[config.mk]
export PLATFORM = sky130hd
export DESIGN_NAME = ddm_queue
export DESIGN_NICKNAME = d
export VERILOG_FILES = /design/src/rtl/ddm_pkg.sv /design/src/rtl/ddm_queue.sv
export SDC_FILE = /design/constraint.sdc
export NUM_CORES = 1
export LEC_CHECK = 0
export BUFFER_PORTS_ARGS = -buffer_cell sky130_fd_sc_hd__buf_2
export CORE_MARGIN = 1
export CORE_UTILIZATION = 30
export CTS_CLUSTER_DIAMETER = 150
export DETAILED_ROUTE_END_ITERATION = 10
export GPL_TIMING_DRIVEN = 0
export HOLD_SLACK_MARGIN = 0.1
export PLACE_DENSITY = 0.58
export SLEW_MARGIN = 20
export SYNTH_ARGS = -nofsm -noshare
export SYNTH_HDL_FRONTEND = slang
export SYNTH_SLANG_ARGS = --single-unit
[constraint.sdc]
create_clock -name clk -period 4.75 [get_ports clk]
set_input_delay 0.2375 -clock clk [delete_from_list [all_inputs] [get_ports clk]]
set_output_delay 0.2375 -clock clk [all_outputs]
set_load 0.01 [all_outputs]
[src/rtl/ddm_pkg.sv]
package ddm_pkg;

  // field widths
  localparam int IN_W     = 16;  // signed Q7.8 drive/turn
  localparam int LIM_W    = 15;  // unsigned Q7.8 limit/floor
  localparam int GAIN_W   = 10;  // unsigned Q2.8 turn gain
  localparam int OUT_W    = 15;  // signed millivolts
  localparam int MAG_W    = 16;  // |drive| in Q7.8
  localparam int PROD_W   = 25;  // turn cap, 2^-16 percent units
  localparam int TS_W     = 24;  // drive/turn in 2^-16 percent units
  localparam int SIDE_W   = 25;  // signed side value
  localparam int SMAG_W   = 25;  // side magnitude
  localparam int LIM120_W = 22;  // speed_limit * 120
  localparam int NUM_W    = 46;  // |side| * speed_limit * 120
  localparam int DIVN_W   = 38;  // dividend after the /256
  localparam int QBITS    = 14;  // scaled quotient bits, always below 15360

  // APB
  localparam int ADDR_W = 3;
  localparam int DATA_W = 32;
  localparam logic [ADDR_W-3:0] REG_TURN_GAIN = 1'b0;
  localparam logic [GAIN_W-1:0] GAIN_RESET    = 10'd256;

  // conversion
  localparam int MV_PER_PCT = 120;
  localparam logic [OUT_W-1:0] MV_MAX = 15'd12000;

  // front-to-back queue
  localparam int QDEPTH = 4;
  localparam int QPTR_W = $clog2(QDEPTH);
  localparam int QCNT_W = $clog2(QDEPTH + 1);

  typedef struct packed {
    logic signed [SIDE_W-1:0] left;
    logic signed [SIDE_W-1:0] right;
    logic [LIM_W-1:0]         lim;
  } ddm_entry_t;

  typedef struct packed {
    logic       valid;
    ddm_entry_t entry;
  } ddm_word_t;

  function automatic logic [MAG_W-1:0] mag16(input logic signed [IN_W-1:0] v);
    return v[IN_W-1] ? MAG_W'(-v) : MAG_W'(v);
  endfunction

  function automatic logic [SMAG_W-1:0] mag25(input logic signed [SIDE_W-1:0] v);
    return v[SIDE_W-1] ? SMAG_W'(-v) : SMAG_W'(v);
  endfunction

endpackage

[src/rtl/ddm_queue.sv]
module ddm_queue import ddm_pkg::*; (
  input  logic              clk,
  input  logic              rst_n,
  input  ddm_word_t         push,
  output ddm_word_t         head,
  output logic [QCNT_W-1:0] count
);

  ddm_entry_t        mem_r [QDEPTH];
  logic [QPTR_W-1:0] wr_ptr_r, rd_ptr_r;
  logic [QCNT_W-1:0] count_r, count_nxt;
  logic              pop;

  // back end never stalls: the head goes out whenever there is one
  assign pop = count_r != '0;

  always_comb begin
    count_nxt = count_r;
    if (push.valid && !pop) begin
      count_nxt = count_r + 1'b1;
    end else if (!push.valid && pop) begin
      count_nxt = count_r - 1'b1;
    end
  end

  always_ff @(posedge clk) begin
    if (!rst_n) begin
      wr_ptr_r <= '0;
      rd_ptr_r <= '0;
      count_r  <= '0;
    end else begin
      count_r <= count_nxt;
      if (push.valid) begin
        wr_ptr_r <= wr_ptr_r + 1'b1;
      end
      if (pop) begin
        rd_ptr_r <= rd_ptr_r + 1'b1;
      end
    end
  end

  always_ff @(posedge clk) begin
    if (push.valid) begin
      mem_r[wr_ptr_r] <= push.entry;
    end
  end

  assign head.valid = pop;
  assign head.entry = mem_r[rd_ptr_r];
  assign count      = count_r;

  a_count_bound: assert property (@(posedge clk) disable iff (!rst_n)
    count_r <= QDEPTH)
    else $error("queue count beyond depth");

  a_no_overflow: assert property (@(posedge clk) disable iff (!rst_n)
    (push.valid && !pop) |-> (count_r < QDEPTH))
    else $error("queue push while full");

endmodule

Yosys cells after proc, flatten, opt, wreduce, memory -nomap -nowiden --
Memories as Yosys holds them, arrays and structs flattened. A register that Yosys moved wholly into a read port is not among the register bits. Cells that the tools add are included.
Cells by class: reductions and logical operators 6, shifts and indexed selects 0, $lt $le $gt $ge 0, equality and inequality tests 0, multiplexer cells 6, bitwise gates (word level) 0, add/subtract/negate cells 4, multiply operators 0, divide/modulo/power cells 0
Operators with widths (number):
- 2-to-1 mux 3 bit | 2
- adder 2 x 1 -> 2 bit, second input constant | 2
- 2-to-1 mux 2 bit | 2
- adder 3 x 1 -> 3 bit, second input constant | 1
- nonzero test 3 bit | 1
- subtractor 3 x 1 -> 3 bit, second input constant | 1
- logical AND 1 bit | 2
- zero test 1 bit | 2
- 2-to-1 mux 1 bit | 2
- nonzero test 2 bit | 1
Storage, ports and cells: output and inout port bits 69, latch bits 0, bits in registers 7, bits in writable memories 260, bits in read-only memories 0, memories kept 1
Memory list:
- mem_r | depth 4, bits a word 65, read ports 1, clocked after memory_dff 1, write ports 1, line ddm_queue.sv:9 | ddm_entry_t mem_r [QDEPTH];

Longest topological paths before layout --
Gate-level depths: netlist of run 1.
depth in word-level cells 4, gate-level depth with buffers 5, gate-level depth less buffers 5

Worst setup path before layout of run 1 --
OpenSTA, ideal clock, no wires.
path type register to register, start point register wr_ptr_r[0], end point memory mem_r[0][0] (netlist name), enable pin, stages on the path, launching flop included 4, path buffers 0, setup slack 2252 ps, arrival 2069 ps, data required time 4320 ps, cell sequence dfxtp_1 > inv_1 > ha_1 > and2_1
RTL lines:
- start, declared | line ddm_queue.sv:10 | logic [QPTR_W-1:0] wr_ptr_r, rd_ptr_r;
- start signal, assigned | line ddm_queue.sv:34 | wr_ptr_r <= wr_ptr_r + 1'b1;
- end, declared | line ddm_queue.sv:9
No word-level cell before the write port.

==> results of run 1 <==
==> cell usage after synthesis, types with 3 or more instances <==
| cell | instances |
|---|---|
| buf_2 | 6 |
| mux4_2 | 65 |
| and2_1 | 7 |
| ha_1 | 5 |
| edfxtp_1 | 260 |
| buf_12 | 5 |
| dfxtp_1 | 9 |
| inv_1 | 3 |
==> timing repair <==
item | 4_1_cts | 5_1_grt
resized for setup | 0 | 0
hold buffers | 67 | 0
endpoints found under the setup margin | 0 | 0
buffers inserted | 0 | 0
hold endpoints to repair | 269 | 0
==> cells by family after synthesis <==
family	Yosys count	share of synthesized area, %
DFF	269	80.9
muxes	67	15.0
buffers and inverters	18	1.74
and+or+nand+nor	16	0.976
AOI/OAI and AO/OA	5	0.380
adders and majority gates	5	0.634
xor gates and xnor gates	4	0.355
==> worst max-delay path, stage by stage, from the launching register on <==
cell     delay [ns]
dfxtp_1        0.33
buf_2          0.31
buf_2          0.34
mux4_2         0.37
buf_2          0.17
==> per-stage QoR <==
stage	util, %	worst slack [ns]	cell area, um^2
after global routing	39.2	2.29	12700
after CTS	39.2	2.34	12700
after global placement	34.2	0.958	11100
after detailed placement	34.5	2.92	11200
final	39.2	2.45	12700
after floorplan	-	2.25	9870
==> how the worst max path moves through the flow <==
stage	from	end	slack, ns
2_1_floorplan	wr_ptr_r[0]	mem_r[0][0]	2.25
3_3_place_gp	wr_ptr_r[0]	mem_r[0][28]	0.96
3_5_place_dp	flip-flop	head[52]	2.92
4_1_cts	flip-flop	head[52]	2.34
5_1_grt	flip-flop	head[52]	2.29
6_report	flip-flop	head[52]	2.45
==> metal layers <==
layer  up-vias  GRT usage [%]  wire, um
met2       104           19.8      9780
li1       2123              -         -
met3        42           2.22       892
met4         0           3.57       465
met1      2414           13.8      7780
met5         -              0         0
==> report_power, final <==
| part | internal (mW) | switching, mW |
|---|---|---|
| clock | 1.16 | 0.842 |
| sequential | 2.74 | 0.0447 |
| combinational | 0.807 | 0.759 |
==> final cells by class <==
type | count | share of cell area (%)
plain buffers | 15 | 1.26
clock buffers | 36 | 5.92
clock inverters | 14 | 0.679
inverters | 3 | 0.0886
multi-input cells | 97 | 13.6
flip-flops and latches | 269 | 62.9
well taps | 442 | 4.35
repair buffers | 207 | 11.3
==> registers in the layout, indices dropped and copies added, names as in the netlist, named ones only <==
signal and count:
wr_ptr_r 2, mem_r 260, count 3, rd_ptr_r 2
==> metrics.yaml, run 1 <==
synth_top_flop_cell: "edfxtp_1"
endpoint_kind: "output pin"
avgSynthCellArea_um2: 25.7
setup_viol: 0
rows: 66
grt_pass1_wl_mm: 28.6
ys_seq_elements: 269
worstReg2RegEnd: "mem_r[3][55]"
path_max_fanout: 10
hold_end: "mem_r[0][52]"
vias: 4683
netlist_area_um2: 9870
cts_max_level: 1
drtIter0Drc: 217
worstSkewPairLatency_ns: 0.54
antenna_cells: 0
ant_nets: 0
ir_drop_mv: 0.383
die_width_um: 183
cts_buffer_depth: 3
fin_nets: 694
ys_warn_count: 0
firstDrtPassIters: 4
hp-class: "in2reg"
tightestPinTransition_ns: 0.610
period_share_pct: 48.4
syn_to_final_growth_pct: 28.7
start_kind: "flip-flop"
clk_pin_slew_ns: 0.06
synth_cell_types: 24
die-area_um2: 33600
drc: 0
io_pins: 137
ys_seq_area_share_pct: 80.9
synthArstFlopShare_pct: 0
hold_slack_ns: 0.449
grt_pass1_vias: 5096
rrSetupSlack_ns: 3.00
power.density_nw_per_um2: 500
fin_worst_skew_ns: 0.00410
yosys.area.top_type: "edfxtp_1"
fin_cells: 1083
core_area_um2: 32500
antenna_found_initial: 0
overflow: 0
finalHoldViolCount: 0
gp_congestion: 0.683
dp.cells: 966
slew_headroom_pct: 59.3
critical_path_arrival_ns: 2.06
clock.fmax_mhz: 435
wire_per_inst_um: 17.5
required_ns: 4.51
hp-start: "push[52]"
cts_tree: "yes"
die_h_um: 183
viasPerCell: 4.32
multiInputGateArea_um2: 1730
synth_edf_count: 260
final_max_slew_viol_count: 0
grt_max_degree: 35
tns_ns: 0
drive_gt1_share_pct: 40.2
wirelength_mm: 18.9
portBuffers: 136
rsz0062_at_grt: "false"
synth_top_area_share_pct: 79.1
start_util_pct: 30.4
r2r.worst_path.cells: 3
clock_sinks: 269
power.leakage_nw: 4.31
synth_area_leaders: "edfxtp_1, mux4_2, dfxtp_1, buf_12, ha_1"
period_needed_ns: 2.30
p_total_mw: 6.35
dp_hpwl_mm: 11.6
layout_common_cells: "edfxtp_1, buf_2, dlygate4sd3_1"
path_class: "reg2out"
mostFrequentLayoutCell: "edfxtp_1"
min_path_cells: 2
cts_root_buffer: "clkbuf_16"
fill_cells: 2888
synthesis.nets: 457
grtUsageTotal_pct: 11.2
cap_violations: 0
seq_area_um2: 7990
worstReg2RegStart: "wr_ptr_r[0]"
syn_inst: 384
cts_buffers: 28
outcome: "complete, no violations"
No activity file was read; power rests on OpenSTA's default activity.
==> inputs of run 2 (changes only) <==
Clock period 4.75 ns to 2.2 ns, I/O delays scaled along.
==> metrics.yaml, run 2 (synthesis results as in run 1) <==
outcome: "complete, no violations"
ant_nets: 0  # unchanged
path_max_fanout: 10  # unchanged
drc: 0  # unchanged
grt_max_degree: 38  # +8.6%
setup_viol: 0  # unchanged
overflow: 0  # unchanged
endpoint_kind: "output pin"
switching_share_pct: 25.2  # -0.76 points
regMostFlops: "mem_r"
drtIter0Drc: 164  # -24%
gp_congestion: 0.671  # -1.8%
vias: 4715  # +0.68%
cts_buffer_depth: 3  # unchanged
io_pins: 137  # unchanged
cpMostUsedCell: "buf_12"
post_cts_buffers: 0  # unchanged
required_ns: 2.09  # -2.42 ns
power.density_nw_per_um2: 1100  # +120%
grt_pass1_wl_mm: 28.8  # +0.48%
crit_family: "buffers and inverters"
slew_headroom_pct: 62.0  # +2.7 points
antenna_found_initial: 0  # unchanged
fin_worst_skew_ns: 0.0149  # +0.0108 ns
grtUsageTotal_pct: 11.2  # about the same
cts_tree: "yes"
tightestPinTransition_ns: 0.569  # -0.0410 ns
worstSkewPairLatency_ns: 0.53  # about the same
path_class: "reg2out"
seq_power_share_pct: 42.7  # -1.2 points
clock.fmax_mhz: 482
hold_slack_ns: 0.323  # -0.127 ns
finalHoldViolCount: 0  # unchanged
dp_hpwl_mm: 11.5  # -0.91%
critical_path_arrival_ns: 1.96  # -0.10 ns
die-area_um2: 33600  # unchanged
fin_nets: 695  # +0.14%
die_width_um: 183  # unchanged
internal_power_mw: 10.5  # +120%
slowest_delay_ns: 0.52  # +0.15 ns
viasPerCell: 4.35  # +0.59%
largest_reg_flops: 260  # unchanged
path_buf_inv: 3  # unchanged
portBuffers: 136  # unchanged
mostFrequentLayoutCell: "edfxtp_1"
comb_power_share_pct: 24.3  # -0.4 points
drive_gt1_share_pct: 41.3  # +1.0 points
firstDrtPassIters: 4  # unchanged
hp-class: "in2reg"
cap_violations: 0  # unchanged
die_h_um: 183  # unchanged
layout_common_cells: "edfxtp_1, buf_2, dlygate4sd3_1"
clk_pin_slew_ns: 0.06  # about the same
start_util_pct: 30.4  # unchanged
wire_per_inst_um: 17.3  # -0.71%
p_total_mw: 14.1  # +120%
rows: 66  # unchanged
cts_root_buffer: "clkbuf_16"
start_kind: "flip-flop"
grt_pass1_vias: 5205  # +2.1%
critPathSlowestCell: "mux4_2"
wirelength_mm: 18.8  # -0.62%
period_needed_ns: 2.07
ir_drop_mv: 0.689  # +80%
clock_sinks: 269  # unchanged
switchingPower_mw: 3.54  # +120%
final_max_slew_viol_count: 0  # unchanged
core_area_um2: 32500  # unchanged
period_share_pct: 94.3
path_cells: "buf_12, buf_12, mux4_2, buf_2"
clkPwrFrac_pct: 33.0  # +1.5 points
antenna_cells: 0  # unchanged
syn_to_final_growth_pct: 29.9
power.leakage_nw: 4.38  # +1.6%
cts_buffers: 28  # unchanged
rsz0062_at_grt: "false"
cts_max_level: 1  # unchanged
## run 2: cell count changes in the layout (fill, tap and decap cells not counted)
cell | previous run | this run
clkinv_1 | 9 | 2
clkbuf_8 | 0 | 3
buf_16 | 0 | 2
buf_2 | 142 | 140
buf_4 | 2 | 4
bufinv_16 | 1 | 3
clkinv_2 | 3 | 5
buf_12 | 9 | 8
buf_6 | 1 | 0
clkbuf_2 | 0 | 1
clkinvlp_4 | 1 | 0
dlygate4sd3_1 | 67 | 68
## run 2: power by group through the flow
stage | sequential, mW | clock (mW) | combinational (mW)
after floorplan | 6.11 | 0 | 2.20
after global placement | 6.11 | 0 | 3.33
after detailed placement | 6.12 | 0 | 3.41
after CTS | 6.02 | 4.78 | 3.54
after global routing | 6.05 | 4.95 | 3.72
final | 6.02 | 4.64 | 3.42
## run 2: worst paths after layout
path	start	depth (start not counted)	slack (ns)	endpoint
max	flip-flop	4	0.13	head[22]
max reg2reg	count[0]	4	0.40	count[1]
min reg2reg	count[2]	2	0.53	count[2]
min	push[2]	2	0.32	mem_r[0][2]
## run 2: worst register-to-register path, delay by kind of cell, from the launching register on
family	cells	cell delay (ns)
adder cells (fa/ha/maj)	1	0.36
flip-flops	1	0.39
AND/OR/NAND/NOR	2	0.76
AO/OA/AOI/OAI	1	0.20
## run 2: layout make-up
type	count	area, um^2
timing repair buffer	208	1460
clock inverter	10	123
clock buffer	40	797
tap	442	553
inverter	3	11.3
fill	2920	19600
sequential	269	7990
multi-input combinational	97	1730
buffer	15	175
## run 2: timing repair
action                                 4_1_cts  5_1_grt
resized for setup                            4        2
hold buffers                                68        0
setup endpoints to repair                   50        1
gates cloned                                 0        0
endpoints found under the hold margin      269        0
## run 2: per-layer routing
| layer | share of wire, % | global-route usage, % |
|---|---|---|
| met1 | 42 | 13.6 |
| met2 | 51 | 20.0 |
| met3 | 5.1 | 2.42 |
| met4 | 2.0 | 3.30 |
| met5 | 0 | 0 |
## run 2: per-stage QoR
| step | worst slack [ns] | setup TNS (ns) | cell area (um^2) | std cells | util (%) |
|---|---|---|---|---|---|
| after floorplan | 0.409 | 0 | 9880 | 384 | - |
| after global placement | -0.260 | -62.36 | 11100 | 962 | 34.2 |
| after detailed placement | 0.415 | 0 | 11200 | 966 | 34.6 |
| after CTS | 0.0297 | 0 | 12800 | 1084 | 39.5 |
| after global routing | 0.00599 | 0 | 12800 | 1084 | 39.5 |
| final | 0.126 | 0 | 12800 | 1084 | 39.5 |
