[src/rtl/ddm_pkg.sv]
package ddm_pkg;

  // field widths
  localparam int IN_W     = 16;  // signed Q7.8 drive/turn
  localparam int LIM_W    = 15;  // unsigned Q7.8 limit/floor
  localparam int GAIN_W   = 10;  // unsigned Q2.8 turn gain
  localparam int OUT_W    = 15;  // signed millivolts
  localparam int MAG_W    = 16;  // |drive| in Q7.8
  localparam int PROD_W   = 25;  // turn cap, 2^-16 percent units
  localparam int TS_W     = 24;  // drive/turn in 2^-16 percent units
  localparam int SIDE_W   = 25;  // signed side value
  localparam int SMAG_W   = 25;  // side magnitude
  localparam int LIM120_W = 22;  // speed_limit * 120
  localparam int NUM_W    = 46;  // |side| * speed_limit * 120
  localparam int DIVN_W   = 38;  // dividend after the /256
  localparam int QBITS    = 14;  // scaled quotient bits, always below 15360

  // APB
  localparam int ADDR_W = 3;
  localparam int DATA_W = 32;
  localparam logic [ADDR_W-3:0] REG_TURN_GAIN = 1'b0;
  localparam logic [GAIN_W-1:0] GAIN_RESET    = 10'd256;

  // conversion
  localparam int MV_PER_PCT = 120;
  localparam logic [OUT_W-1:0] MV_MAX = 15'd12000;

  // front-to-back queue
  localparam int QDEPTH = 4;
  localparam int QPTR_W = $clog2(QDEPTH);
  localparam int QCNT_W = $clog2(QDEPTH + 1);

  typedef struct packed {
    logic signed [SIDE_W-1:0] left;
    logic signed [SIDE_W-1:0] right;
    logic [LIM_W-1:0]         lim;
  } ddm_entry_t;

  typedef struct packed {
    logic       valid;
    ddm_entry_t entry;
  } ddm_word_t;

  function automatic logic [MAG_W-1:0] mag16(input logic signed [IN_W-1:0] v);
    return v[IN_W-1] ? MAG_W'(-v) : MAG_W'(v);
  endfunction

  function automatic logic [SMAG_W-1:0] mag25(input logic signed [SIDE_W-1:0] v);
    return v[SIDE_W-1] ? SMAG_W'(-v) : SMAG_W'(v);
  endfunction

endpackage

[src/rtl/ddm_front.sv]
module ddm_front import ddm_pkg::*; (
  input  logic                     clk,
  input  logic                     rst_n,
  input  logic                     accept,
  input  logic signed [IN_W-1:0]   drive_term,
  input  logic signed [IN_W-1:0]   drive_request,
  input  logic signed [IN_W-1:0]   turn_term,
  input  logic [LIM_W-1:0]         speed_limit,
  input  logic [LIM_W-1:0]         cruise_floor,
  input  logic [GAIN_W-1:0]        turn_gain,
  output ddm_word_t                push,
  output logic [1:0]               inflight
);

  // stage 1: magnitudes, cap product, ramp test
  logic [MAG_W-1:0]        ad, ar;
  logic [PROD_W-1:0]       f1_prod_nxt;
  logic                    f1_ramp_nxt;

  logic                    f1_v_r;
  logic [PROD_W-1:0]       f1_prod_r;
  logic                    f1_ramp_r;
  logic [LIM_W-1:0]        f1_flo_r;
  logic [LIM_W-1:0]        f1_lim_r;
  logic signed [IN_W-1:0]  f1_d_r;
  logic signed [IN_W-1:0]  f1_t_r;

  assign ad          = mag16(drive_term);
  assign ar          = mag16(drive_request);
  // 32768 * 1023 still fits in PROD_W bits
  assign f1_prod_nxt = PROD_W'(ad) * PROD_W'(turn_gain);
  assign f1_ramp_nxt = ad < ar;

  // stage 2: floor, turn clamp, side sums
  logic [PROD_W-1:0]         flo_s, cap;
  logic signed [PROD_W:0]    capi, t26, tc26;
  logic signed [TS_W-1:0]    tc, d16;
  logic signed [SIDE_W-1:0]  f2_l_nxt, f2_r_nxt;

  logic                      f2_v_r;
  logic signed [SIDE_W-1:0]  f2_l_r, f2_r_r;
  logic [LIM_W-1:0]          f2_lim_r;

  always_comb begin
    flo_s = PROD_W'({f1_flo_r, 8'b0});
    cap   = (!f1_ramp_r && (f1_prod_r < flo_s)) ? flo_s : f1_prod_r;
    capi  = $signed({1'b0, cap});
    t26   = $signed({{2{f1_t_r[IN_W-1]}}, f1_t_r, 8'b0});
    if (t26 > capi) begin
      tc26 = capi;
    end else if (t26 < -capi) begin
      tc26 = -capi;
    end else begin
      tc26 = t26;
    end
    tc       = tc26[TS_W-1:0];
    d16      = {f1_d_r, 8'b0};
    f2_l_nxt = {d16[TS_W-1], d16} + {tc[TS_W-1], tc};
    f2_r_nxt = {d16[TS_W-1], d16} - {tc[TS_W-1], tc};
  end

  always_ff @(posedge clk) begin
    if (!rst_n) begin
      f1_v_r <= 1'b0;
      f2_v_r <= 1'b0;
    end else begin
      f1_v_r <= accept;
      f2_v_r <= f1_v_r;
    end
  end

  always_ff @(posedge clk) begin
    f1_prod_r <= f1_prod_nxt;
    f1_ramp_r <= f1_ramp_nxt;
    f1_flo_r  <= cruise_floor;
    f1_lim_r  <= speed_limit;
    f1_d_r    <= drive_term;
    f1_t_r    <= turn_term;
    f2_l_r    <= f2_l_nxt;
    f2_r_r    <= f2_r_nxt;
    f2_lim_r  <= f1_lim_r;
  end

  assign push.valid       = f2_v_r;
  assign push.entry.left  = f2_l_r;
  assign push.entry.right = f2_r_r;
  assign push.entry.lim   = f2_lim_r;
  assign inflight         = {1'b0, f1_v_r} + {1'b0, f2_v_r};

endmodule

[config.mk]
export PLATFORM = sky130hd
export DESIGN_NAME = ddm_front
export DESIGN_NICKNAME = d
export VERILOG_FILES = /design/src/rtl/ddm_pkg.sv /design/src/rtl/ddm_front.sv
export SDC_FILE = /design/constraint.sdc
export NUM_CORES = 1
export LEC_CHECK = 0
export BUFFER_PORTS_ARGS = -buffer_cell sky130_fd_sc_hd__clkbuf_2
export CAP_MARGIN = 10
export CORE_ASPECT_RATIO = 0.9
export CORE_UTILIZATION = 45
export CTS_CLUSTER_DIAMETER = 40
export DETAILED_ROUTE_END_ITERATION = 10
export GPL_TIMING_DRIVEN = 0
export SYNTH_ARGS = -nofsm -noshare
export SYNTH_HDL_FRONTEND = slang
export SYNTH_SLANG_ARGS = --single-unit
[constraint.sdc]
create_clock -name clk -period 11.75 [get_ports clk]
set_input_delay 2.35 -clock clk [delete_from_list [all_inputs] [get_ports clk]]
set_output_delay 2.35 -clock clk [all_outputs]
set_load 0.01 [all_outputs]
== Yosys cells after proc, flatten, opt, wreduce, memory -nomap -nowiden ==
Index checks and enable logic that the tools add are counted.

* Add/sub/neg operators: 6
* Multipliers: 1
* $lt $le $gt $ge: 4
* Muxes and demuxes: 5
* Reduce and logical (&&, ||, !) cells: 2

{| class="wikitable"
|+ Operators by type and width
! kind !! number
|-
| two-way mux 24 bit || 2
|-
| two-way mux 16 bit || 2
|-
| negation 16 bit || 2
|-
| > comparator 24 x 26 -> 1 bit || 1
|-
| < comparator 24 x 26 -> 1 bit || 1
|-
| negation 25 -> 26 bit || 1
|-
| adder 24 x 24 -> 25 bit || 1
|-
| < comparator 25 x 23 -> 1 bit || 1
|-
| multiplier 16 x 10 -> 25 bit || 1
|-
| two-way mux 25 bit || 1
|-
| subtractor 24 x 24 -> 25 bit || 1
|-
| < comparator 16 bit || 1
|-
| adder 1 x 1 -> 2 bit || 1
|-
| logical AND 1 bit || 1
|-
| logical NOT 1 bit || 1
|}

* Bits in registers: 155
* Bits of input ports: 91
* Output and inout bits: 68
* Logic and storage cells: 29

== Longest topological paths before layout ==
Gate-level depths: netlist of the first run.

* Depth after elaboration: 8
* Mapped depth: 51
* Mapped depth without buffers: 45

== Least setup slack after synthesis of the first run ==
Ideal clock, no wire load.

* Kind: reg2reg
* Start point: reg f1_flo_r[12]
* End point: reg f2_l_r[24]
* Library setup time: 0.117 ns
* Arrival: 8.831 ns
* Data required time: 11.633 ns
* Path slack: 2.802 ns
* Cell stages (with the launch flop): 51
* Buffers on the path: 6
* Period minus slack after synthesis: 8.948 ns
* Cell sequence: dfxtp_1 -> inv_1 -> ha_1 -> a21oi_1 -> o21ai_1 -> a211oi_2 -> a2111o_1 -> nand2_1 -> buf_4 -> buf_2 -> buf_2 -> buf_1 -> nand2_1 -> ha_1 -> clkbuf_1 -> clkinv_1 -> nor3_1 -> and3_1 -> [15 not listed] -> nor2_1 -> ha_1 -> inv_1 -> fa_1 -> nor2b_1 -> o21ai_0 -> a21boi_0 -> o21ai_0 -> a21boi_0 -> o21ai_0 -> a21boi_0 -> o21ai_0 -> a21boi_0 -> o21ai_0 -> a21boi_0 -> o21a_1 -> o21ai_0 -> a22o_1

* Cells in the longest elaborated chain, start to end: 8
* Elaborated cells on any way between the ends: 9
* Those cells by class: add/sub (2); order compare (3); mux (3); reduce/logical (1)

{| class="wikitable"
|+ Ends and longest elaborated chain
! item !! line !! source
|-
| from (decl) || ddm_front.sv:23 || <nowiki>logic [LIM_W-1:0] f1_flo_r;</nowiki>
|-
| from (signal assigned) || ddm_front.sv:75 || <nowiki>f1_flo_r <= cruise_floor;</nowiki>
|-
| < comparator 25 x 23 -> 1 bit || ddm_front.sv:46 || <nowiki>cap = (!f1_ramp_r && (f1_prod_r < flo_s)) ? flo_s : f1_prod_r;</nowiki>
|-
| logical AND 1 bit || ddm_front.sv:46 ||
|-
| two-way mux 25 bit (*) || ddm_front.sv:46 ||
|-
| negation 25 -> 26 bit || ddm_front.sv:52 || <nowiki>tc26 = -capi;</nowiki>
|-
| < comparator 24 x 26 -> 1 bit || ddm_front.sv:51 || <nowiki>end else if (t26 < -capi) begin</nowiki>
|-
| two-way mux 24 bit || ddm_front.sv:51 ||
|-
| two-way mux 24 bit (*) || ddm_front.sv:49 || <nowiki>if (t26 > capi) begin</nowiki>
|-
| adder 24 x 24 -> 25 bit (*) || ddm_front.sv:58 || <nowiki>f2_l_nxt = {d16[TS_W-1], d16} + {tc[TS_W-1], tc};</nowiki>
|-
| named net f2_l_nxt[24] || ddm_front.sv:38 || <nowiki>logic signed [SIDE_W-1:0] f2_l_nxt, f2_r_nxt;</nowiki>
|-
| to (signal assigned) || ddm_front.sv:79 || <nowiki>f2_l_r <= f2_l_nxt;</nowiki>
|-
| to (decl) || ddm_front.sv:41 || <nowiki>logic signed [SIDE_W-1:0] f2_l_r, f2_r_r;</nowiki>
|}

The timed path passes the listed nets; every way through them passes the cells marked *.
A chain may end at the register's enable or synchronous reset.

== Worst setup path after layout of the first run ==
* Start point: reg f1_flo_r[6]
* End point: reg f2_l_r[24]

The elaborated chain is that of the path after synthesis.

==> flow_summary_export.csv, run 1 <==
group,metric,value,unit
worst_setup_path,critical_path_s_slowest_cell,"sky130_fd_sc_hd__fa_1",
die,row_count,59,
global_routing,largest_net_degree_at_the_start_of_global_routing,17,
clocking,cts.sinks,154,
global_routing,grt_first_pass_wirelength,54300,um
global_routing,gr-total-overflow,0,
timing,fin_worst_hold_slack,0.327,ns
worst_setup_path,worstReg2RegStart,"f1_flo_r[6]",
layout,final_area,15200,um2
die,floorplan_die_area,30100,um2
place,place_inst,2038,
global_routing,grtUsageMet1,0.305,
die,fp.coreArea,28900,um2
global_routing,global_route.usage.total,0.234,
synth,netlist_area,13200,um2
worst_setup_path,end_kind,"flop",
clocking,tritoncts,"built",
run_status,status,"finished clean",
power_and_ir_drop,power_frac_comb,0.706,
drt,detailedRoute.firstIterationViolations,743,
min_path,hold_path_startpoint,"f1_lim_r[5]",
die,die_height,165,um
timing,timing.final.crit_share,0.931,
die,start_util,0.458,
drt,dr_total_vias,11000,
place,numPortBuffers,158,
power_and_ir_drop,leakage,7.41,nW
worst_setup_path,crit_path_max_incr_delay,0.45,ns
global_routing,antenna_found_initial,0,
synth,yosys_register_bits,154,
layout,area_taken_by_flip_flops_and_latches,3080,um2
timing,tightestPinTransition,0.729,ns
clocking,cts.hold.buffers_added,0,
clocking,cts_made_buffers,17,
power_and_ir_drop,internal_power,0.00249,W
power_and_ir_drop,vdd_ir_drop_max,0.000154,V
synth,primary_ff_master_synth,"sky130_fd_sc_hd__dfxtp_1",
drt,postRouteWirelength,34800,um
worst_setup_path,timing.critical_path.mode_cell,"sky130_fd_sc_hd__o21ai_0",
timing,slew_violations,0,
power_and_ir_drop,netSwitchingPower,0.00219,W
timing,max_clock_freq,91.4,MHz
timing,max_slew_margin,0.507,
drt,detail_route.wl_per_cell,16.8,um
die,boundaryPins,159,
power_and_ir_drop,p_per_cell_area,308,nW/um2
timing,setup_viol,0,
synth,synthesis.area_per_instance,8.91,um2
layout,antennaDiodeCount,0,
power_and_ir_drop,sw_frac_of_total,0.468,
drt,post_drt_via_cell_ratio,5.29,
clocking,clk_root_buffer_cell,"sky130_fd_sc_hd__clkbuf_16",
die,floorplan.die.width,183,um
place,gp_congestion,0.928,
clocking,h-tree-depth,4,
timing,report.final.hold_viol_count,0,
worst_setup_path,setup.worst_path.start_class,"flop",
synth,number_of_enable_flip_flop_cells_after_synthesis,0,
drt,ant_nets,0,
layout,layoutNonFillerInstCount,2072,
drt,route.detailed.drc,0,
worst_setup_path,worst_setup_path_startpoint,"f1_flo_r[6]",
worst_setup_path,timing.setup.critical_path_class,"reg2reg",
clocking,clock_tree.buffer_depth,2,
clocking,path_clk_slew,0.07,ns
worst_setup_path,cp.arrival,11.27,ns
power_and_ir_drop,power.share.sequential,0.167,
layout,nNetsFinal,2027,
min_path,worst_hold_class,"reg2reg",
layout,multi_input_area,9330,um2
layout,mostFrequentLayoutCells,"sky130_fd_sc_hd__inv_1, sky130_fd_sc_hd__ha_1, sky130_fd_sc_hd__nand2_1",
synth,synth_cells,1484,
synth,synth.lib_cells_used.distinct,77,
power_and_ir_drop,power,0.00468,W
synth,synth_async_sr_flop_share,0,
timing,clock_skew,0.00941,ns
global_routing,global_route_met2_usage,0.400,
flow_run,maxCapViolations,0,
layout,fillerInstances,2761,
synth,postSynthNetCount,1848,
global_routing,grt_util_met3,0.0260,
place,detailed_place.area,14500,um2
layout,postLayoutCoreUtil,0.527,
clocking,insertion_delay,0.43,ns
drt,detailedRoute.firstPassIterationCount,5,
global_routing,grt_pass1_vias,10500,
layout,drive_gt1_frac,0.141,
synth,ys_warn_count,0,
power_and_ir_drop,clock_power_share,0.127,
place,detailedPlacementHpwl,28400,um
layout,syn2layout_area_growth,15.0,%
timing,fin_crit,10.94,ns
synth,synth_seq_area_share,0.233,
worst_setup_path,cp.required,12.08,ns
global_routing,grt_most_used_layer,"met2",
worst_setup_path,worstPathMaxFanout,10,
[through the flow]
step,setup slack (ns),TNS (ns)
detailed placement,0.333,0
global route,-0.0218,-0.0218
CTS,0.140,0
global placement,0.411,0
floorplan,2.80,0
finish,0.810,0
[synthesized netlist by cell type, types with 5 or more instances]
master	number	area, um2
sky130_fd_sc_hd__a211oi_1	6	45.0
sky130_fd_sc_hd__a21boi_0	7	52.6
sky130_fd_sc_hd__a21o_1	25	188
sky130_fd_sc_hd__a21oi_1	71	355
sky130_fd_sc_hd__a31oi_1	6	37.5
sky130_fd_sc_hd__and2_1	78	488
sky130_fd_sc_hd__and3_1	11	68.8
sky130_fd_sc_hd__buf_2	6	30.0
sky130_fd_sc_hd__clkbuf_1	44	165
sky130_fd_sc_hd__dfxtp_1	154	3080
sky130_fd_sc_hd__fa_1	110	2200
sky130_fd_sc_hd__ha_1	163	2040
sky130_fd_sc_hd__inv_1	162	608
sky130_fd_sc_hd__mux2i_1	6	60.1
sky130_fd_sc_hd__nand2_1	161	604
sky130_fd_sc_hd__nand2b_1	8	50.1
sky130_fd_sc_hd__nand3_1	33	165
sky130_fd_sc_hd__nand4_1	9	56.3
sky130_fd_sc_hd__nor2_1	94	353
sky130_fd_sc_hd__nor2b_1	14	87.6
sky130_fd_sc_hd__nor3_1	28	140
sky130_fd_sc_hd__nor4_1	8	50.1
sky130_fd_sc_hd__o21a_1	11	82.6
sky130_fd_sc_hd__o21ai_0	47	235
sky130_fd_sc_hd__o21bai_1	6	45.0
sky130_fd_sc_hd__o22ai_1	7	43.8
sky130_fd_sc_hd__o31a_1	5	43.8
sky130_fd_sc_hd__o31ai_1	13	97.6
sky130_fd_sc_hd__o41ai_1	5	43.8
sky130_fd_sc_hd__or2_2	6	37.5
sky130_fd_sc_hd__or3_1	13	81.3
sky130_fd_sc_hd__xnor2_1	75	657
sky130_fd_sc_hd__xor2_1	22	193
[path summary, 6_finish.rpt]
check | to | slack (ns) | cells after the start
worst min-delay path | f2_lim_r[5] | 0.33 | 0
worst min register to register | f2_lim_r[5] | 0.33 | 0
worst max-delay path | f2_l_r[24] | 0.81 | 48
worst max register to register | f2_l_r[24] | 0.81 | 48
[layout make-up]
| class | instances | area share |
|---|---|---|
| timing repair buffer | 161 | 0.0535 |
| tap | 396 | 0.0326 |
| clock inverter | 14 | 0.0133 |
| sequential | 154 | 0.203 |
| buffer | 55 | 0.0151 |
| clock buffer | 18 | 0.0289 |
| inverter | 163 | 0.0405 |
| multi-input combinational | 1111 | 0.613 |
[worst max-delay path: cells and delay by family (launching register included)]
family	cells	cell delay (ns)
AOI/OAI and AO/OA	24	5.19
buffers and inverters	8	1.74
and+or+nand+nor	11	2.11
DFF	1	0.37
xor gates and xnor gates	1	0.14
adders and majority gates	4	1.25
[registers in the layout, indices dropped and copies added (netlist names)]
register   cells
f1_d_r        16
f1_ramp_r      1
f2_r_r        25
f2_lim_r      15
f1_lim_r      15
f2_l_r        24
f1_flo_r      15
f1_t_r        16
f1_v_r         1
f1_prod_r     25
f2_v_r         1
[cells by family (layout without fill, tap and decap cells)]
family          Yosys count  after routing  synth area share
xor+xnor                 97             97            0.0642
flops                   154            154             0.233
compound gates          253            253             0.135
fa+ha+maj               273            273             0.321
mux                       9              9           0.00738
buf+inv                 219            411            0.0639
simple gates            479            479             0.176
[routing by layer]
metal	wire length, um	share of wire
met4	931	0.027
met1	15600	0.45
met5	0	0
met2	16500	0.47
met3	1770	0.051
[repair_timing]
item	in CTS	in global routing
setup endpoints to repair	0	5
gates resized for setup	0	8
buffers inserted	0	3
[power by group through the flow]
stage                     Combinational [W]  Clock, W  Sequential (W)
final                               0.00330  0.000593        0.000782
after global routing                0.00371  0.000627        0.000793
after detailed placement            0.00327         0        0.000794
after floorplan                     0.00246         0        0.000814
after global placement              0.00325         0        0.000788
after CTS                           0.00330  0.000604        0.000783
Note: power is estimated with default switching activity, not from simulation.
==> run 2: changes to the inputs <==
--- a/config.mk
+++ b/config.mk
@@ -5,6 +5,7 @@
 export SDC_FILE = /design/constraint.sdc
 export NUM_CORES = 1
 export LEC_CHECK = 0
+export ABC_AREA = 1
 export BUFFER_PORTS_ARGS = -buffer_cell sky130_fd_sc_hd__clkbuf_2
 export CAP_MARGIN = 10
 export CORE_ASPECT_RATIO = 0.9
==> flow_summary_export.csv, run 2 <==
group,metric,value,unit
synth,netlist_area,13500,um2
drt,dr_total_vias,11400,
die,floorplan_die_area,30600,um2
place,gp_congestion,0.948,
place,detailed_place.area,14700,um2
global_routing,grt_pass1_vias,11000,
synth,number_of_enable_flip_flop_cells_after_synthesis,0,
synth,synth.area.top_cells,"sky130_fd_sc_hd__dfxtp_1, sky130_fd_sc_hd__fa_1, sky130_fd_sc_hd__ha_1",
global_routing,gr-total-overflow,0,
power_and_ir_drop,p_per_cell_area,289,nW/um2
synth,synth_cells,1694,
power_and_ir_drop,internal_power,0.00216,W
clocking,tritoncts,"built",
drt,postRouteWirelength,36100,um
synth,synth_top_area_share,0.229,
layout,nNetsFinal,2233,
drt,post_drt_via_cell_ratio,4.99,
synth,ys_warn_count,0,
drt,detailedRoute.firstPassIterationCount,5,
power_and_ir_drop,netSwitchingPower,0.00228,W
power_and_ir_drop,power_frac_comb,0.697,
clocking,path_clk_slew,0.08,ns
clocking,cts_made_buffers,17,
global_routing,grt_first_pass_wirelength,58100,um
clocking,cts.hold.buffers_added,0,
worst_setup_path,setup.worst_path.start_class,"input port",
layout,largest_registers,"f1_prod_r: 25 flops, f2_r_r: 25 flops, f2_l_r: 24 flops",
worst_setup_path,cp.required,12.07,ns
place,detailedPlacementHpwl,30400,um
worst_setup_path,cp.arrival,10.01,ns
timing,setup_viol,0,
power_and_ir_drop,clock_power_share,0.130,
synth,synth_async_sr_flop_share,0,
die,die_height,166,um
timing,fin_tns_setup,0,ns
worst_setup_path,crit_path_max_incr_delay,0.71,ns
synth,synthesis.area_per_instance,7.94,um2
clocking,post_cts_resize_count,0,
clocking,clk_root_buffer_cell,"sky130_fd_sc_hd__clkbuf_16",
timing,report.final.hold_viol_count,0,
timing,max_slew_margin,0.338,
worst_setup_path,timing.critical_path.mode_cell,"sky130_fd_sc_hd__nand2_1",
layout,syn2layout_area_growth,14.2,%
clocking,post_cts_buffers,0,
timing,tightestPinTransition,0.987,ns
timing,timing.final.crit_share,0.825,
synth,post_synthesis_cell_type_with_the_largest_combined_area,"sky130_fd_sc_hd__dfxtp_1",
layout,postLayoutCoreUtil,0.527,
clocking,insertion_delay,0.44,ns
layout,fillerInstances,2787,
clocking,h-tree-depth,4,
worst_setup_path,path_buf_inv,9,
synth,synth_most_common_cell,"sky130_fd_sc_hd__nand2_1",
run_status,status,"finished clean",
flow_run,maxCapViolations,0,
worst_setup_path,worstPathMaxFanout,10,
place,numPortBuffers,154,
global_routing,antenna_found_initial,0,
die,row_count,59,
layout,final_area,15400,um2
clocking,clock_tree.buffer_depth,2,
layout,most_frequent_standard_cell_in_the_layout_excluding_fill_and_tap_cells,"sky130_fd_sc_hd__nand2_1",
timing,slew_violations,0,
die,floorplan.die.width,184,um
drt,detailedRoute.firstIterationViolations,799,
worst_setup_path,timing.setup.critical_path_class,"in2reg",
power_and_ir_drop,sw_frac_of_total,0.514,
timing,max_clock_freq,103,MHz
timing,clock_skew,0.0198,ns
clocking,cts.sinks,154,
drt,detail_route.wl_per_cell,15.9,um
synth,postSynthNetCount,2058,
layout,mostFrequentLayoutCells,"sky130_fd_sc_hd__nand2_1, sky130_fd_sc_hd__inv_1, sky130_fd_sc_hd__ha_1",
power_and_ir_drop,vdd_ir_drop_max,0.000178,V
die,fp.coreArea,29200,um2
min_path,worst_hold_class,"reg2reg",
synth,synth_seq_area_share,0.229,
layout,drive_gt1_frac,0.146,
synth,primary_ff_master_synth,"sky130_fd_sc_hd__dfxtp_1",
die,start_util,0.461,
synth,yosys_register_bits,154,
power_and_ir_drop,power,0.00444,W
drt,route.detailed.drc,0,
timing,rsz0062_at_grt,"false",
synth,synth.lib_cells_used.distinct,53,
global_routing,largest_net_degree_at_the_start_of_global_routing,21,
power_and_ir_drop,leakage,8.28,nW
worst_setup_path,end_kind,"flop",
drt,ant_nets,0,
synth,synth.top_cells.by_count,"sky130_fd_sc_hd__nand2_1, sky130_fd_sc_hd__inv_1, sky130_fd_sc_hd__ha_1",
power_and_ir_drop,power.share.sequential,0.173,
global_routing,global_route.usage.total,0.247,
worst_setup_path,critical_path_s_slowest_cell,"sky130_fd_sc_hd__xor2_1",
die,boundaryPins,159,
layout,antennaDiodeCount,0,
timing,fin_crit,9.69,ns
worst_setup_path,timing.critical_path.max_delay_family,"adder cells",
[run 2: cells by family after synthesis]
group,Yosys count,share of synthesized area
and+or+nand+nor,633,0.202
buffers and inverters,351,0.102
adders and majority gates,273,0.315
AOI/OAI and AO/OA,205,0.100
DFF,154,0.229
xor gates and xnor gates,78,0.0508
[run 2: layer usage]
layer | share of wire | up-vias | wire length, um | global-route usage
met5 | 0 | - | 0 | 0
met3 | 0.057 | 51 | 2040 | 0.0353
met1 | 0.48 | 5267 | 17200 | 0.349
li1 | - | 5689 | - | -
met4 | 0.024 | 0 | 862 | 0.0754
met2 | 0.44 | 355 | 16000 | 0.388
[run 2: metrics by stage]
step                hold slack, ns  cells  worst slack [ns]
finish                       0.331   2278              2.06
global route                 0.337   2278              1.43
global placement             0.310   2244              1.72
CTS                          0.330   2277              2.07
floorplan                    0.310   1694              3.28
detailed placement           0.312   2245              1.60
[run 2: worst paths after layout]
kind                                    start  cells past startpoint  slack [ns]            end
worst max-delay path            drive_term[0]                     35        2.06  f1_prod_r[24]
worst min-delay path              f1_lim_r[6]                      0        0.33    f2_lim_r[6]
worst max register to register   f1_flo_r[12]                     51        2.81     f2_l_r[24]
worst min register to register    f1_lim_r[6]                      0        0.33    f2_lim_r[6]
[run 2: layout make-up]
cell class	instances	area, um2	area share
multi-input cells	1189	8990	0.585
flip-flops and latches	154	3080	0.201
inverters	319	1200	0.0781
repair buffers	156	783	0.0510
well taps	396	495	0.0322
clock buffers	17	425	0.0277
clock inverters	15	211	0.0138
plain buffers	32	175	0.0114
[run 2: power groups by stage]
stage	Sequential [W]	Combinational (W)	Clock, W
global placement	0.000780	0.00302	0
detailed placement	0.000781	0.00305	0
global route	0.000783	0.00351	0.000610
floorplan	0.000808	0.00224	0
finish	0.000768	0.00310	0.000576
CTS	0.000769	0.00308	0.000587
